### src/design/cdi_pkg.sv
package cdi_pkg;

   localparam int unsigned DayWidth = 5;
   localparam int unsigned MonthWidth = 4;
   localparam int unsigned YearWidth = 14;
   localparam int unsigned DoyWidth = 9;
   localparam int unsigned WeekdayWidth = 3;
   localparam int unsigned WeekWidth = 6;

   // reciprocal constants for the constant divisions
   localparam int unsigned Div100Mult = 5243;
   localparam int unsigned Div100Shift = 19;
   localparam int unsigned Div7WideMult = 18725;
   localparam int unsigned Div7WideShift = 17;
   localparam int unsigned Div7NarrowMult = 293;
   localparam int unsigned Div7NarrowShift = 11;

   localparam logic [MonthWidth-1:0] MonthJan = 4'd1;
   localparam logic [MonthWidth-1:0] MonthFeb = 4'd2;
   localparam logic [MonthWidth-1:0] MonthDec = 4'd12;

   typedef struct packed {
      logic [DayWidth-1:0]   day;
      logic [MonthWidth-1:0] month;
      logic [YearWidth-1:0]  year;
      logic [YearWidth-1:0]  zyear;
      logic [7:0]            year_div100;
      logic [7:0]            zyear_div100;
      logic [5:0]            month_term;
      logic [DoyWidth-1:0]   days_before;
      logic [4:0]            month_len;
   } stage1_type;

   typedef struct packed {
      logic                ok;
      logic                leap;
      logic [DoyWidth-1:0] day_of_year;
      logic [15:0]         zeller_sum;
   } stage2_type;

   // non-leap month length, 0 for a month number out of range
   function automatic logic [4:0] month_length(input logic [MonthWidth-1:0] m);
      logic [4:0] len;
      case (m)
         4'd1, 4'd3, 4'd5, 4'd7, 4'd8, 4'd10, 4'd12: len = 5'd31;
         4'd4, 4'd6, 4'd9, 4'd11: len = 5'd30;
         4'd2: len = 5'd28;
         default: len = 5'd0;
      endcase
      return len;
   endfunction

   // days in the months before m, non-leap
   function automatic logic [DoyWidth-1:0] days_before_month(input logic [MonthWidth-1:0] m);
      logic [DoyWidth-1:0] cum;
      case (m)
         4'd2: cum = 9'd31;
         4'd3: cum = 9'd59;
         4'd4: cum = 9'd90;
         4'd5: cum = 9'd120;
         4'd6: cum = 9'd151;
         4'd7: cum = 9'd181;
         4'd8: cum = 9'd212;
         4'd9: cum = 9'd243;
         4'd10: cum = 9'd273;
         4'd11: cum = 9'd304;
         4'd12: cum = 9'd334;
         default: cum = 9'd0;
      endcase
      return cum;
   endfunction

   // floor(13 * (mm + 1) / 5), january and february as months 13 and 14
   function automatic logic [5:0] zeller_month_term(input logic [MonthWidth-1:0] m);
      logic [5:0] t;
      case (m)
         4'd1: t = 6'd36;
         4'd2: t = 6'd39;
         4'd3: t = 6'd10;
         4'd4: t = 6'd13;
         4'd5: t = 6'd15;
         4'd6: t = 6'd18;
         4'd7: t = 6'd20;
         4'd8: t = 6'd23;
         4'd9: t = 6'd26;
         4'd10: t = 6'd28;
         4'd11: t = 6'd31;
         4'd12: t = 6'd33;
         default: t = 6'd0;
      endcase
      return t;
   endfunction

endpackage

### src/design/cdi_ifs.sv
interface cdi_req_if import cdi_pkg::*; ();
   logic                  valid;
   logic                  ready;
   logic [DayWidth-1:0]   day;
   logic [MonthWidth-1:0] month;
   logic [YearWidth-1:0]  year;

   modport source (output valid, output day, output month, output year, input ready);
   modport sink (input valid, input day, input month, input year, output ready);
endinterface

interface cdi_rsp_if import cdi_pkg::*; ();
   logic                    valid;
   logic                    ready;
   logic                    valid_res;
   logic                    leap;
   logic [DoyWidth-1:0]     day_of_year;
   logic [WeekdayWidth-1:0] weekday;
   logic [WeekWidth-1:0]    week_number;

   modport source (output valid, output valid_res, output leap, output day_of_year,
                   output weekday, output week_number, input ready);
   modport sink (input valid, input valid_res, input leap, input day_of_year,
                 input weekday, input week_number, output ready);
endinterface

### src/design/calendar_date_info_core.sv
// Gregorian date information: each transfer on req_chan carries a day, month and year, and
// gives one transfer on rsp_chan with a validity flag, the leap-year flag (computed even for
// an invalid date), the ordinal day of the year, the weekday by Zeller's congruence with
// 0 = Sunday, and a simple week number (day of year / 7 + 1, not ISO). For an invalid date
// the day of year, weekday and week number are 0. The block is a three-stage pipeline
// (table lookup and divide-by-100 multiplies, leap and sums, divide-by-7 and output
// register): a date can be accepted every cycle while rsp_chan is not stalled, and each
// result passes through the stage-1, stage-2 and output registers before it appears.
module calendar_date_info_core import cdi_pkg::*; (
   input  logic      clock,
   input  logic      reset,
   cdi_req_if.sink   req_chan,
   cdi_rsp_if.source rsp_chan
);

   logic       v1_ff, v1_in, v2_ff, v2_in, v3_ff, v3_in;
   logic       rdy1, rdy2, rdy3;
   stage1_type s1_ff, s1_in;
   stage2_type s2_ff, s2_in;

   logic                    valid_res_ff, valid_res_in;
   logic                    leap_ff, leap_in;
   logic [DoyWidth-1:0]     doy_ff, doy_in;
   logic [WeekdayWidth-1:0] wd_ff, wd_in;
   logic [WeekWidth-1:0]    wk_ff, wk_in;

   assign rdy3 = !v3_ff || rsp_chan.ready;
   assign rdy2 = !v2_ff || rdy3;
   assign rdy1 = !v1_ff || rdy2;
   assign req_chan.ready = rdy1;

   assign v1_in = rdy1 ? req_chan.valid : v1_ff;
   assign v2_in = rdy2 ? v1_ff : v2_ff;
   assign v3_in = rdy3 ? v2_ff : v3_ff;

   // stage 1: month tables and divide by 100
   logic [YearWidth-1:0] zyear;
   logic [26:0]          y_prod, zy_prod;

   always_comb begin
      zyear = (req_chan.month <= MonthFeb) ? req_chan.year - 14'd1 : req_chan.year;
      y_prod = 27'(req_chan.year) * 27'(Div100Mult);
      zy_prod = 27'(zyear) * 27'(Div100Mult);
      s1_in.day = req_chan.day;
      s1_in.month = req_chan.month;
      s1_in.year = req_chan.year;
      s1_in.zyear = zyear;
      s1_in.year_div100 = y_prod[Div100Shift +: 8];
      s1_in.zyear_div100 = zy_prod[Div100Shift +: 8];
      s1_in.month_term = zeller_month_term(req_chan.month);
      s1_in.days_before = days_before_month(req_chan.month);
      s1_in.month_len = month_length(req_chan.month);
   end

   // stage 2: leap flag, validity, day of year, zeller sum
   logic [14:0] hundreds;
   logic        div100;
   logic        leap;
   logic        feb;
   logic [4:0]  len;

   always_comb begin
      hundreds = 15'(s1_ff.year_div100) * 15'd100;
      div100 = (hundreds == {1'b0, s1_ff.year});
      leap = (s1_ff.year[1:0] == 2'd0 && !div100) ||
             (div100 && s1_ff.year_div100[1:0] == 2'd0);
      feb = (s1_ff.month == MonthFeb);
      len = s1_ff.month_len + {4'd0, leap && feb};
      s2_in.leap = leap;
      s2_in.ok = (s1_ff.month_len != 5'd0) && (s1_ff.day != 5'd0) &&
                 (s1_ff.day <= len) && (s1_ff.year != 14'd0);
      s2_in.day_of_year = s1_ff.days_before + 9'(s1_ff.day) +
                          9'(leap && s1_ff.month > MonthFeb);
      s2_in.zeller_sum = 16'(s1_ff.day) + 16'(s1_ff.month_term) + 16'(s1_ff.zyear) +
                         16'(s1_ff.zyear >> 2) + 16'(s1_ff.zyear_div100 >> 2) -
                         16'(s1_ff.zyear_div100);
   end

   // stage 3: mod 7 and week number
   logic [15:0] hx;
   logic [31:0] hq_prod;
   logic [13:0] hq;
   logic [15:0] hq7;
   logic [17:0] dq_prod;
   logic [6:0]  dq;

   always_comb begin
      hx = s2_ff.zeller_sum + 16'd6;
      hq_prod = 32'(hx) * 32'(Div7WideMult);
      hq = hq_prod[Div7WideShift +: 14];
      hq7 = 16'(hq) * 16'd7;
      dq_prod = 18'(s2_ff.day_of_year) * 18'(Div7NarrowMult);
      dq = dq_prod[Div7NarrowShift +: 7];
      valid_res_in = s2_ff.ok;
      leap_in = s2_ff.leap;
      doy_in = s2_ff.ok ? s2_ff.day_of_year : '0;
      wd_in = s2_ff.ok ? 3'(hx - hq7) : '0;
      wk_in = s2_ff.ok ? 6'(dq) + 6'd1 : '0;
   end

   always_ff @(posedge clock) begin
      if (reset) begin
         v1_ff <= 1'b0;
         v2_ff <= 1'b0;
         v3_ff <= 1'b0;
      end else begin
         v1_ff <= v1_in;
         v2_ff <= v2_in;
         v3_ff <= v3_in;
      end
   end

   always_ff @(posedge clock) begin
      if (rdy1 && req_chan.valid) begin
         s1_ff <= s1_in;
      end
      if (rdy2 && v1_ff) begin
         s2_ff <= s2_in;
      end
      if (rdy3 && v2_ff) begin
         valid_res_ff <= valid_res_in;
         leap_ff <= leap_in;
         doy_ff <= doy_in;
         wd_ff <= wd_in;
         wk_ff <= wk_in;
      end
   end

   assign rsp_chan.valid = v3_ff;
   assign rsp_chan.valid_res = valid_res_ff;
   assign rsp_chan.leap = leap_ff;
   assign rsp_chan.day_of_year = doy_ff;
   assign rsp_chan.weekday = wd_ff;
   assign rsp_chan.week_number = wk_ff;

`ifndef SYNTHESIS
   a_invalid_zero: assert property (@(posedge clock) disable iff (reset)
      rsp_chan.valid && !rsp_chan.valid_res |->
         rsp_chan.day_of_year == 9'd0 && rsp_chan.weekday == 3'd0 &&
         rsp_chan.week_number == 6'd0)
      else $error("invalid date with nonzero fields");
   a_valid_ranges: assert property (@(posedge clock) disable iff (reset)
      rsp_chan.valid && rsp_chan.valid_res |->
         rsp_chan.day_of_year != 9'd0 && rsp_chan.weekday <= 3'd6 &&
         rsp_chan.week_number != 6'd0)
      else $error("valid date with field out of range");
   a_nonleap_len: assert property (@(posedge clock) disable iff (reset)
      rsp_chan.valid && rsp_chan.valid_res && !rsp_chan.leap |->
         rsp_chan.day_of_year <= 9'd365)
      else $error("day 366 in a common year");
`endif

endmodule

### src/flat_wrapper.sv
// flat-port wrapper written by rule: the top's interface ports become plain ports
module calendar_date_info_core_flat import cdi_pkg::*;
  (clock, reset, req_chan_valid, req_chan_day, req_chan_month, req_chan_year, req_chan_ready, rsp_chan_valid, rsp_chan_valid_res, rsp_chan_leap, rsp_chan_day_of_year, rsp_chan_weekday, rsp_chan_week_number, rsp_chan_ready);
  cdi_req_if req_chan_i ();
  cdi_rsp_if rsp_chan_i ();
  input  logic clock;
  input  logic reset;
  input wire logic [$bits(req_chan_i.valid)-1:0] req_chan_valid;
  input wire logic [$bits(req_chan_i.day)-1:0] req_chan_day;
  input wire logic [$bits(req_chan_i.month)-1:0] req_chan_month;
  input wire logic [$bits(req_chan_i.year)-1:0] req_chan_year;
  output wire logic [$bits(req_chan_i.ready)-1:0] req_chan_ready;
  output wire logic [$bits(rsp_chan_i.valid)-1:0] rsp_chan_valid;
  output wire logic [$bits(rsp_chan_i.valid_res)-1:0] rsp_chan_valid_res;
  output wire logic [$bits(rsp_chan_i.leap)-1:0] rsp_chan_leap;
  output wire logic [$bits(rsp_chan_i.day_of_year)-1:0] rsp_chan_day_of_year;
  output wire logic [$bits(rsp_chan_i.weekday)-1:0] rsp_chan_weekday;
  output wire logic [$bits(rsp_chan_i.week_number)-1:0] rsp_chan_week_number;
  input wire logic [$bits(rsp_chan_i.ready)-1:0] rsp_chan_ready;
  assign req_chan_i.valid = req_chan_valid;
  assign req_chan_i.day = req_chan_day;
  assign req_chan_i.month = req_chan_month;
  assign req_chan_i.year = req_chan_year;
  assign req_chan_ready = req_chan_i.ready;
  assign rsp_chan_valid = rsp_chan_i.valid;
  assign rsp_chan_valid_res = rsp_chan_i.valid_res;
  assign rsp_chan_leap = rsp_chan_i.leap;
  assign rsp_chan_day_of_year = rsp_chan_i.day_of_year;
  assign rsp_chan_weekday = rsp_chan_i.weekday;
  assign rsp_chan_week_number = rsp_chan_i.week_number;
  assign rsp_chan_i.ready = rsp_chan_ready;
  calendar_date_info_core u_core (.clock(clock), .reset(reset), .req_chan(req_chan_i), .rsp_chan(rsp_chan_i));
endmodule
### config.mk
export PLATFORM = sky130hd
export DESIGN_NAME = calendar_date_info_core_flat
export DESIGN_NICKNAME = d
export VERILOG_FILES = /design/src/design/cdi_pkg.sv /design/src/design/cdi_ifs.sv /design/src/design/calendar_date_info_core.sv /design/src/flat_wrapper.sv
export SDC_FILE = /design/constraint.sdc
export NUM_CORES = 1
export LEC_CHECK = 0
export ABC_AREA = 1
export BUFFER_PORTS_ARGS = -buffer_cell sky130_fd_sc_hd__clkbuf_2
export CAP_MARGIN = 10
export CORE_MARGIN = 3
export CORE_UTILIZATION = 60
export CTS_BUF_LIST = sky130_fd_sc_hd__clkbuf_4 sky130_fd_sc_hd__clkbuf_8
export DETAILED_ROUTE_END_ITERATION = 8
export GPL_TIMING_DRIVEN = 0
export MAX_ROUTING_LAYER = met4
export PLACE_DENSITY = 0.77
export RECOVER_POWER = 100
export SLEW_MARGIN = 30
export SYNTH_ARGS = -nofsm -noshare
export SYNTH_HDL_FRONTEND = slang
export SYNTH_SLANG_ARGS = --single-unit
export TNS_END_PERCENT = 50
### constraint.sdc
create_clock -name clock -period 14.8 [get_ports clock]
set_input_delay 2.96 -clock clock [delete_from_list [all_inputs] [get_ports clock]]
set_output_delay 2.96 -clock clock [all_outputs]
set_load 0.02 [all_outputs]
Yosys cells after proc, flatten, opt, wreduce, memory -nomap -nowiden. Memories as Yosys holds them, arrays and structs flattened. A register that Yosys moved wholly into a read port is not among the register bits. Index checks and enable logic that the tools add are counted.

$add $sub $neg: 12. $mul: 6. Divide/modulo/power cells: 0. Magnitude comparators: 3. Eq/ne operators: 2. Shifts and indexed selects: 0. Muxes and demuxes: 1. Bitwise operators: 0. Reduce and logical (&&, ||, !) cells: 23.

Operator list (count): $mul 14x13->27 const B (2); $mul 16x15->31 const B (1); $mul 9x9->17 const B (1); $add 16x12->16 (1); $add 16x14->16 (1); $add 16x3->16 const B (1); $add 16x6->16 (1); $sub 16x8->16 (1); $eq 15x14->1 (1); $mul 14x3->3 const B (1); $mux 14 (1); $reduce_bool 14->1 (1); $sub 14x1->14 const B (1); $mul 8x5->13 const B (1); $logic_and 1x1->1 (10); $reduce_bool 5->1 (2); $add 9x1->9 (1); $add 9x5->9 (1); $add 5x6->7 (1); $add 6x1->6 const B (1); $add 5x1->5 (1); $le 5x5->1 (1); $eq 4x2->1 const B (1); $gt 4x2->1 const B (1); 5 further kinds (12).

Register bits: 103. Latch bits: 0. Bits in writable memories: 0. Memory bits (read-only): 320. Bits of input ports: 27. Output and inout bits: 22. Word-level logic and storage cells: 68. Memories kept: 3.

Memories: (no name shown) (words 16, bits a word 9, rd ports 1, clocked after Yosys merged registers in 1, write ports 0, RTL line cdi_pkg.sv:56) `case (m)`; (no name shown) (words 16, bits a word 6, rd ports 1, clocked after Yosys merged registers in 1, write ports 0, RTL line cdi_pkg.sv:76) `case (m)`; (no name shown) (words 16, bits a word 5, rd ports 1, clocked after Yosys merged registers in 1, write ports 0, RTL line cdi_pkg.sv:44) `case (m)`.

Logic depth before layout (Yosys ltp). Gate-level depths: netlist (run 1).

Word-level depth: 10. Gate-level depth with buffers: 42. Gate-level depth less buffers: 42.

Worst setup path after synthesis (run 1). OpenSTA, ideal clock, no wires.

Path type: input port to flip-flop. From: input port req_chan_year[2]. To: register u_core.s1_ff[24] (netlist name), data pin. Arrival: 8.108 ns. Required time: 14.542 ns. Slack: 6.434 ns. Stages on the path: 25. Buffers on the path: 0. Cells stage by stage: inv_1 > ha_1 > nand2_1 > nand2_1 > nand2_1 > o21ai_0 > and3_1 > nand2_1 > xor2_1 > fa_1 > ha_1 > fa_1 > fa_1 > inv_1 > fa_1 > inv_1 > ha_1 > nand2_1 > nor2_1 > nor3b_1 > nand2_1 > o211ai_2 > nand2_1 > nand3_1 > xor2_1.

RTL lines: start: declaration (RTL line flat_wrapper.sv:11) `input wire logic [$bits(req_chan_i.year)-1:0] req_chan_year;`; end signal: assignment (RTL line calendar_date_info_core.sv:115) `s1_ff <= s1_in;`; end: declaration (RTL line calendar_date_info_core.sv:18) `stage1_type s1_ff, s1_in;`.

==> impl_metrics.py, run 1 <==
metrics = {
    "outcome": {
        "outcome": "finished, violations left",
        "violations": "capacitance limit, slew limit",
    },
    "synthesis": {
        "synth.top_cells.by_area": "ha_1, fa_1, edfxtp_1",
        "ys_seq_area_frac": 0.195,
        "synth_edf_count": 118,
        "synth_seq_cells": 121,
        "yosysTopAreaCell": "ha_1",
        "ys_top_cells_by_count": "inv_1, ha_1, nand2_1",
        "async_flop_share": 0,
        "synthAdderAreaFrac": 0.487,
        "synthXorXnorAreaFrac": 0.0405,
        "synth_top_family_by_area": "adder cells",
        "synth_most_common_cell": "inv_1",
        "synth.area.mux_share": 0,
        "synth_compound_area_frac": 0.0596,
        "yosys_warnings": 0,
        "synthSimpleGateAreaFrac": 0.113,
        "synth.distinct_cells": 49,
        "ys.flop_type": "edfxtp_1",
        "synth_top_area_share": 0.281,
        "syn_avg_cell_area_um2": 9.23,
        "syn-instance-count": 2007,
        "synth_area_um2": 18500,
        "syn_nets": 2640,
    },
    "cts": {
        "cts.repair.resized": 0,
        "hold_buffers": 0,
        "cts_made_buffers": 17,
        "tritoncts": "yes",
        "insertion_delay_ns": 0.45,
        "clock_path_buffers": 2,
        "cts_sinks": 121,
        "clk_pin_slew_ns": 0.07,
        "clockRootBuffer": "clkbuf_8",
        "cts_max_level": 4,
        "postCtsSetupBuffers": 0,
    },
    "die": {
        "die_w_um": 182,
        "start_util": 0.617,
        "core_um2": 30000,
        "die-height_um": 182,
        "die-area_um2": 33000,
        "rows": 63,
        "io_pins": 49,
    },
    "timing": {
        "setup_viol": 0,
        "period_share": 0.640,
        "hold_viol_final": 0,
        "tightest_slew_ns": 2.74,
        "finalClockSkew_ns": 0.0130,
        "rsz0062_at_grt": "false",
        "maxSlewViolCount": 56,
        "fmax_mhz": 106,
        "period_needed_ns": 9.47,
        "slew_headroom": -0.829,
        "fin_tns_setup_ns": 0,
    },
    "finish": {
        "drive_gt1_frac": 0.0254,
        "fillers": 2419,
        "n_antenna_cell": 0,
        "layout.nets": 2709,
        "multi_input_area_um2": 12900,
        "regArea_um2": 3600,
        "syn_to_final_growth_pct": 5.85,
    },
    "grt": {
        "antenna_found_initial": 0,
        "grt_max_degree": 56,
        "overflow": 0,
        "grtUsageMet2": 0.422,
        "grtUsageMet1": 0.291,
        "grt_usage": 0.239,
        "top_usage_layer": "met2",
        "grt_pass1_wl_um": 63500,
        "use_met3": 0.0236,
        "grt_pass1_vias": 14100,
    },
    "job": {
        "cap_violations": 1,
    },
    "drt": {
        "route.detailed.drc": 0,
        "antenna_left": 0,
        "wirelength_um": 36600,
        "vias": 13200,
        "wl_per_cell_um": 14.8,
        "drt_iter0_markers": 571,
        "via_per_inst": 5.32,
        "drt_pass1_iterations": 5,
    },
    "critical_path": {
        "critPathMostFrequentCell": "nand2_1",
        "rr_worst_depth": 40,
        "slowest_stage": "xor2_1",
        "regToRegEndpoint": "u_core.rsp_chan.weekday[2]$_SDFFCE_PN0P_",
        "crit_fanout": 9,
        "r2r_setup_slack_ns": 6.90,
        "startpoint_type": "input pin",
        "crit_required_ns": 15.08,
        "slowest_delay_ns": 0.90,
        "critPathCaptureType": "flip-flop",
        "worstPathArrival_ns": 9.75,
        "timing.rr.start": "u_core.s2_ff[1]$_DFFE_PP_",
        "worstSetupPathType": "input pin to flip-flop",
    },
    "place": {
        "routabilityCongestion": 0.936,
        "dp_hpwl_um": 32200,
        "io_buffers": 48,
    },
    "hold_path": {
        "min_path_type": "flip-flop to flip-flop",
        "holdPathEnd": "u_core.rsp_chan.leap$_DFFE_PP_",
        "whs_path_depth": 0,
        "min_from": "u_core.leap_in$_DFFE_PP_",
    },
}
==> state kept, by name, summed over array words and instances, names as in the netlist <==
register	flops
u_core.leap_in	1
u_core.s2_ff	25
u_core.v2_ff	1
u_core.valid_res_in	1
u_core.rsp_chan.day_of_year	9
u_core.v1_ff	1
u_core.s1_ff	71
u_core.rsp_chan.valid_res	1
u_core.rsp_chan.leap	1
u_core.rsp_chan.valid	1
u_core.rsp_chan.weekday	3
u_core.rsp_chan.week_number	6
==> area by class of cell <==
cell class                 count  area share
multi-input combinational   1365       0.660
sequential                   121       0.184
inverter                     516      0.0990
tap                          390      0.0249
clock buffer                  18      0.0123
timing repair buffer          50     0.00977
clock inverter                14     0.00913
buffer                         5    0.000958
==> cells by family after synthesis <==
group,after synthesis
flip-flops,121
AO/OA/AOI/OAI,196
AND/OR/NAND/NOR,479
XOR/XNOR,84
adder cells (fa/ha/maj),606
buffers and inverters,521
==> critical path: cells and delay by family <==
kind / cells / cell delay [ns]
compound gates: 2 / 0.57
xor+xnor: 2 / 1.09
fa+ha+maj: 7 / 3.02
buf+inv: 4 / 0.72
simple gates: 12 / 1.40
==> metrics by stage <==
stage	util	std cells	cell area, um2	hold WS [ns]	setup WS [ns]
6_report	0.653	2479	19600	0.431	5.33
2_1_floorplan	-	2007	18500	0.400	6.43
3_5_place_dp	0.643	2447	19300	0.407	5.61
3_3_place_gp	0.641	2445	19200	0.401	5.39
4_1_cts	0.657	2479	19700	0.431	6.06
5_1_grt	0.653	2479	19600	0.444	4.81
==> metal layers <==
metal	part of all wire	vias to the layer above	routed length, um
li1	-	6595	-
met1	0.44	6270	16000
met2	0.51	256	18600
met3	0.032	64	1170
met4	0.024	0	884
met5	0	-	0
==> layout by cell type (no fill, tap or decap), types with 3 or more instances in the layout <==
cell	instances
clkbuf_8	17
nand3_1	78
nor4_1	8
xor2_1	57
clkbuf_2	3
a31oi_1	4
nor2_1	88
o21ai_0	59
o221ai_1	3
clkinv_2	3
xnor2_1	26
o21a_1	5
fa_1	190
o31ai_1	5
nand3b_1	4
nand2_1	245
dfxtp_1	3
a21oi_1	93
nor3_1	14
clkbuf_1	52
edfxtp_1	118
inv_1	511
bufinv_16	4
nand2_2	9
a21o_1	5
nand4_1	22
clkinv_1	6
ha_1	416
o211ai_1	4
a211oi_1	4
o21bai_1	6
==> worst max path at each step <==
stage	from	end	slack, ns	cells past startpoint
2_1_floorplan	req_chan_year[2]	u_core.s1_ff[24]$_DFFE_PP_	6.43	25
3_3_place_gp	req_chan_year[2]	u_core.s1_ff[26]$_DFFE_PP_	5.39	27
3_5_place_dp	req_chan_year[2]	u_core.s1_ff[24]$_DFFE_PP_	5.61	27
4_1_cts	req_chan_year[2]	u_core.s1_ff[24]$_DFFE_PP_	6.06	27
5_1_grt	req_chan_year[2]	u_core.s1_ff[24]$_DFFE_PP_	4.81	27
6_report	req_chan_year[2]	u_core.s1_ff[24]$_DFFE_PP_	5.33	27
Power of run 1 is left out: the tool's default activity adds up to more than one toggle a clock period on the data nets, which glitch-free logic cannot reach.
==> run 2, diff against run 1 <==
--- a/config.mk
+++ b/config.mk
@@ -5,7 +5,7 @@
 export SDC_FILE = /design/constraint.sdc
 export NUM_CORES = 1
 export LEC_CHECK = 0
-export ABC_AREA = 1
+export ABC_AREA = 0
 export BUFFER_PORTS_ARGS = -buffer_cell sky130_fd_sc_hd__clkbuf_2
 export CAP_MARGIN = 10
 export CORE_MARGIN = 3
@@ -14,7 +14,7 @@
 export DETAILED_ROUTE_END_ITERATION = 8
 export GPL_TIMING_DRIVEN = 0
 export MAX_ROUTING_LAYER = met4
-export PLACE_DENSITY = 0.77
+export PLACE_DENSITY = 0.8
 export RECOVER_POWER = 100
 export SLEW_MARGIN = 30
 export SYNTH_ARGS = -nofsm -noshare
==> constraint.sdc (replaced) <==
create_clock -name clock -period 8.3 [get_ports clock]
set_input_delay 1.66 -clock clock [delete_from_list [all_inputs] [get_ports clock]]
set_output_delay 1.66 -clock clock [all_outputs]
set_load 0.02 [all_outputs]
==> run 2 against run 1 <==
Net effect:
- the run still ends with capacitance limit, slew limit left
- flip-flop and latch count is the same
- cell area shrank 3.5%
- clock skew grew 0.0038 ns
- synthesized area shrank 5.1%
- final cell count shrank 14%
- clock-buffer cell count is the same
- critical path depth shrank 3
- first-iteration DRC count shrank 6.0%
- via count shrank 12%
- die area shrank 5.0%
- wire length shrank 6.9%
- utilization grew 0.48 points
- critical path type unchanged
- highest routed layer unchanged
==> impl_metrics.py, run 2 <==
metrics = {
    "outcome": {
        "outcome": "finished, violations left",
        "violations": "capacitance limit, slew limit",
    },
    "finish": {
        "largest_register_ffs": 71,
        "top_regs": "u_core.s1_ff x71, u_core.s2_ff x25, u_core.rsp_chan.day_of_year x9",
        "regArea_um2": 3600,
        "layout.nets": 2369,
        "drive_gt1_frac": 0.0612,
        "final_cell_mix": "ha_1, inv_1, fa_1",
        "n_antenna_cell": 0,
        "multi_input_area_um2": 12600,
        "layout_commonest_cell": "ha_1",
        "syn_to_final_growth_pct": 7.72,
        "top_register": "u_core.s1_ff",
        "fillers": 2124,
    },
    "critical_path": {
        "crit_required_ns": 8.49,
        "cp_num_buf_inv": 4,
        "critPathCaptureType": "flip-flop",
        "worstSetupPathType": "input pin to flip-flop",
        "rr_worst_depth": 34,
        "crit_fanout": 8,
        "slowest_stage": "fa_1",
        "startpoint": "req_chan_year[4]",
        "worstPathArrival_ns": 8.23,
        "timing.rr.start": "u_core.s2_ff[1]$_DFFE_PP_",
        "path_cells": "clkbuf_1 -> inv_1 -> ha_1 -> nand2_1 -> and4_1 -> nand2_1 -> o21ai_1 -> nand2_1 -> xnor2_4 -> ha_1 -> fa_1 -> fa_1 -> fa_1 -> inv_1 -> fa_1 -> inv_1 -> ha_1 -> nand2_1 -> a2111oi_0 -> a32o_1 -> a2111oi_4 -> o31ai_1 -> nor2_1 -> xnor2_1",
        "slowest_delay_ns": 0.59,
        "startpoint_type": "input pin",
        "regToRegEndpoint": "u_core.rsp_chan.weekday[2]$_SDFFCE_PN0P_",
        "critical_path.top_delay_family": "adder cells",
        "r2r_setup_slack_ns": 0.41,
        "cp-endpoint": "u_core.s1_ff[27]$_DFFE_PP_",
        "crit_cells": 24,
    },
    "timing": {
        "fmax_mhz": 124,
        "setup_viol": 0,
        "period_share": 0.968,
        "slew_headroom": -0.100,
        "tightest_slew_ns": 1.64,
        "hold_viol_final": 0,
        "layout_setup_ws_ns": 0.262,
        "finalClockSkew_ns": 0.0168,
        "period_needed_ns": 8.04,
        "maxSlewViolCount": 16,
    },
    "drt": {
        "via_per_inst": 5.46,
        "antenna_left": 0,
        "drt_pass1_iterations": 7,
        "vias": 11600,
        "route.detailed.drc": 0,
        "wirelength_um": 34100,
        "wl_per_cell_um": 16.0,
        "drt_iter0_markers": 537,
    },
    "synthesis": {
        "ys.flop_type": "edfxtp_1",
        "syn-instance-count": 1651,
        "async_flop_share": 0,
        "ys_top_cells_by_count": "ha_1, inv_1, fa_1",
        "syn_avg_cell_area_um2": 10.6,
        "synth_top_area_share": 0.296,
        "yosysTopAreaCell": "ha_1",
        "syn_nets": 2284,
        "synth_area_um2": 17600,
        "synth.top_cells.by_area": "ha_1, fa_1, edfxtp_1",
        "synth_most_common_cell": "ha_1",
        "synth.distinct_cells": 78,
        "yosys_warnings": 0,
        "synth_edf_count": 118,
        "ys_seq_area_frac": 0.205,
        "synth_seq_cells": 121,
    },
    "die": {
        "core_um2": 28800,
        "io_pins": 49,
        "die_w_um": 177,
        "rows": 62,
        "start_util": 0.610,
        "die-area_um2": 31400,
        "die-height_um": 177,
    },
    "grt": {
        "overflow": 0,
        "grt_max_degree": 24,
        "grt_usage": 0.232,
        "grt_pass1_vias": 12400,
        "antenna_found_initial": 0,
        "grt_pass1_wl_um": 57200,
    },
    "cts": {
        "clock_path_buffers": 2,
        "clockRootBuffer": "clkbuf_8",
        "hold_buffers": 0,
        "cts_max_level": 4,
        "insertion_delay_ns": 0.45,
        "clk_pin_slew_ns": 0.08,
        "tritoncts": "yes",
        "cts_sinks": 121,
        "cts_made_buffers": 17,
    },
    "place": {
        "place_ws_ns": -1.14,
        "dp_hpwl_um": 28500,
        "routabilityCongestion": 0.909,
        "io_buffers": 48,
    },
    "job": {
        "cap_violations": 1,
    },
    "hold_path": {
        "min_path_type": "flip-flop to flip-flop",
    },
}
[run 2: cell types whose count changed in the layout (fill, tap and decap cells not counted), sizes merged, moves of 15 or more]
cell   change
nand2    -201
inv      -101
a21oi     -47
o21ai     -26
and2      +15
xnor2     +54
nor2      -46
xor2      -35
nand3     -57
[run 2: through the flow]
| step | TNS [ns] | cell area (um2) | std cells | utilization | hold WS [ns] |
|---|---|---|---|---|---|
| after floorplan | 0 | 17600 | 1651 | - | 0.400 |
| final | 0 | 18900 | 2133 | 0.657 | 0.438 |
| after global routing | -0.0997 | 18900 | 2133 | 0.657 | 0.460 |
| after CTS | 0 | 18900 | 2120 | 0.656 | 0.437 |
| after global placement | -6.48 | 18300 | 2083 | 0.635 | 0.403 |
| after detailed placement | -5.55 | 18400 | 2088 | 0.640 | 0.407 |
[run 2: worst min path at each step]
stage,from,end,slack (ns),cells past startpoint
2_1_floorplan,u_core.leap_in$_DFFE_PP_,u_core.rsp_chan.leap$_DFFE_PP_,0.40,0
3_3_place_gp,u_core.leap_in$_DFFE_PP_,u_core.rsp_chan.leap$_DFFE_PP_,0.40,0
3_5_place_dp,u_core.leap_in$_DFFE_PP_,u_core.rsp_chan.leap$_DFFE_PP_,0.41,0
4_1_cts,u_core.leap_in$_DFFE_PP_,u_core.rsp_chan.leap$_DFFE_PP_,0.44,0
5_1_grt,u_core.leap_in$_DFFE_PP_,u_core.rsp_chan.leap$_DFFE_PP_,0.46,0
6_report,u_core.leap_in$_DFFE_PP_,u_core.rsp_chan.leap$_DFFE_PP_,0.44,0
[run 2: area by class of cell]
type	instances	share of cell area
Multi-Input combinational cell	1117	0.665
Sequential cell	121	0.190
Inverter	407	0.0808
Tap cell	384	0.0254
Timing Repair Buffer	66	0.0168
Clock buffer	18	0.0128
Clock inverter	14	0.00721
Buffer	6	0.00172
[run 2: metal layers]
| metal | vias to the layer above | routed length, um | track usage |
|---|---|---|---|
| met5 | - | 0 | - |
| met4 | 0 | 914 | 0.0710 |
| met3 | 80 | 1420 | 0.0352 |
| met2 | 259 | 17800 | 0.415 |
| met1 | 5652 | 14000 | 0.271 |
| li1 | 5645 | - | - |
[run 2: what timing repair did]
action                                  CTS  global route
endpoints found under the setup margin    6             8
pin swaps                                 0             8
buffers inserted                          0            13
resized for setup                        10            17
[run 2: cell families after synthesis]
kind of cell | after synthesis | synth area share
flops | 121 | 0.205
compound gates | 178 | 0.0691
buf+inv | 413 | 0.0889
mux | 7 | 0.00477
xor+xnor | 105 | 0.0548
simple gates | 220 | 0.0638
fa+ha+maj | 607 | 0.514
[run 2: worst reg2reg max path: cells and delay by family, from the launching register on]
kind	cells	cell delay, ns
compound gates	4	0.56
fa+ha+maj	10	3.70
xor+xnor	6	1.22
flops	1	0.40
buf+inv	7	0.48
simple gates	7	1.40
Power of run 2 is left out for the same reason.
==> run 3, diff against run 2 <==
--- a/config.mk
+++ b/config.mk
@@ -10,7 +10,8 @@
 export CAP_MARGIN = 10
 export CORE_MARGIN = 3
 export CORE_UTILIZATION = 60
-export CTS_BUF_LIST = sky130_fd_sc_hd__clkbuf_4 sky130_fd_sc_hd__clkbuf_8
+export CTS_BUF_LIST = sky130_fd_sc_hd__clkbuf_8
+export CTS_CLUSTER_DIAMETER = 60
 export DETAILED_ROUTE_END_ITERATION = 8
 export GPL_TIMING_DRIVEN = 0
 export MAX_ROUTING_LAYER = met4
==> run 3 against run 2 <==
Net effect:
- the flow still finishes with violations (capacitance limit, slew limit)
- first-iteration DRC count is 8.4% lower
- fmax is 0.52% higher
- clock skew hardly changed
- hold slack hardly changed
- register-to-register slack hardly changed
- final cell count stayed put
- global-route usage hardly changed
- worst setup slack better by 0.042 ns
- flip-flop and latch count stayed put
- non-clock buffer count stayed put
- cell area hardly changed
- utilization hardly changed
==> impl_metrics.py, run 3 (synthesis results as in run 2) <==
metrics = {
    "outcome": {
        "outcome": "finished, violations left",
        "violations": "capacitance limit, slew limit",
    },
    "cts": {
        "clockRootBuffer": "clkbuf_8",
        "clk_pin_slew_ns": 0.08,
        "cts_sinks": 121,
        "clock_path_buffers": 2,
        "cts_made_buffers": 17,
        "insertion_delay_ns": 0.44,
        "tritoncts": "yes",
        "cts_max_level": 4,
    },
    "place": {
        "routabilityCongestion": 0.909,
        "place_ws_ns": -1.14,
        "dp_hpwl_um": 28500,
        "post_dp_cell_area_um2": 18400,
        "io_buffers": 48,
    },
    "critical_path": {
        "crit_required_ns": 8.49,
        "crit_fanout": 8,
        "worstSetupPathType": "input pin to flip-flop",
        "startpoint_type": "input pin",
        "critPathCaptureType": "flip-flop",
        "worstPathArrival_ns": 8.18,
    },
    "timing": {
        "tightest_slew_ns": 1.61,
        "period_share": 0.963,
        "finalClockSkew_ns": 0.0171,
        "setup_viol": 0,
        "slew_headroom": -0.0814,
        "fmax_mhz": 125,
        "hold_viol_final": 0,
        "layout_setup_ws_ns": 0.304,
        "maxSlewViolCount": 16,
        "period_needed_ns": 8.00,
    },
    "grt": {
        "grt_pass1_vias": 12400,
        "grt_pass1_wl_um": 57200,
        "grt_usage": 0.232,
        "grt_max_degree": 24,
        "antenna_found_initial": 0,
        "overflow": 0,
    },
    "die": {
        "core_um2": 28800,
        "die-area_um2": 31400,
        "rows": 62,
        "io_pins": 49,
        "die_w_um": 177,
        "die-height_um": 177,
        "start_util": 0.610,
    },
    "finish": {
        "top_register": "u_core.s1_ff",
        "fillers": 2124,
        "final_area_um2": 18900,
        "layout.nets": 2369,
        "layout_commonest_cell": "ha_1",
        "top_regs": "u_core.s1_ff x71, u_core.s2_ff x25, u_core.rsp_chan.day_of_year x9",
        "largest_register_ffs": 71,
        "final_cell_mix": "ha_1, inv_1, fa_1",
        "n_antenna_cell": 0,
        "syn_to_final_growth_pct": 7.69,
        "drive_gt1_frac": 0.0606,
    },
    "drt": {
        "route.detailed.drc": 0,
        "drt_iter0_markers": 492,
        "antenna_left": 0,
        "via_per_inst": 5.45,
        "drt_pass1_iterations": 7,
        "wl_per_cell_um": 15.9,
        "wirelength_um": 34000,
        "vias": 11600,
    },
    "hold_path": {
        "min_path_type": "flip-flop to flip-flop",
    },
    "job": {
        "cap_violations": 1,
    },
}
==> run 3: cell type report <==
type	count	area [um2]	area share
flip-flops and latches	121	3600	0.191
clock buffers	17	234	0.0124
plain buffers	6	32.5	0.00172
well taps	384	480	0.0254
clock inverters	15	140	0.00741
repair buffers	66	318	0.0168
inverters	407	1530	0.0808
multi-input cells	1117	12600	0.665
==> run 3: timing repair <==
item                       CTS  global route
pin swaps                    0             8
resized for setup           10            17
buffers inserted             0            13
setup endpoints to repair    6             8
gates cloned                 0             0
hold buffers                 0             0
==> run 3: path summary, 6_finish.rpt <==
kind,startpoint,endpoint,slack [ns],depth (start not counted)
worst min register to register,u_core.leap_in$_DFFE_PP_,u_core.rsp_chan.leap$_DFFE_PP_,0.44,0
worst max register to register,u_core.s2_ff[1]$_DFFE_PP_,u_core.rsp_chan.weekday[2]$_SDFFCE_PN0P_,0.40,34
worst min-delay path,u_core.leap_in$_DFFE_PP_,u_core.rsp_chan.leap$_DFFE_PP_,0.44,0
worst max-delay path,req_chan_month[0],u_core.s1_ff[27]$_DFFE_PP_,0.30,25
==> run 3: critical path, cell delays in order <==
cell and delay, ns:
clkbuf_2 0.15, inv_1 0.14, ha_1 0.26, inv_1 0.11
a21boi_4 0.32, and4_1 0.30, nand2_1 0.13, o21ai_1 0.15
nand2_1 0.19, xnor2_4 0.34, ha_1 0.35, fa_1 0.59
fa_1 0.46, fa_1 0.51, inv_1 0.06, fa_1 0.54
inv_1 0.04, ha_1 0.27, nand2_1 0.07, a2111oi_0 0.38
a32o_1 0.40, a2111oi_4 0.14, o31ai_1 0.38, nor2_1 0.09
xnor2_1 0.14
==> run 3: routing by layer <==
layer	global-route usage	routed length (um)	vias up
met5	-	0	-
met4	0.0736	885	0
met3	0.0326	1270	69
met2	0.416	17700	246
met1	0.271	14100	5650
li1	-	-	5650
==> run 3: per-stage QoR <==
stage | utilization | cells | TNS (ns) | hold slack [ns]
6_report | 0.657 | 2133 | 0 | 0.438
3_3_place_gp | 0.635 | 2083 | -6.48 | 0.403
4_1_cts | 0.655 | 2120 | 0 | 0.437
3_5_place_dp | 0.640 | 2088 | -5.55 | 0.407
5_1_grt | 0.657 | 2133 | -0.0798 | 0.460
2_1_floorplan | - | 1651 | 0 | 0.400
Power of run 3 is left out for the same reason.
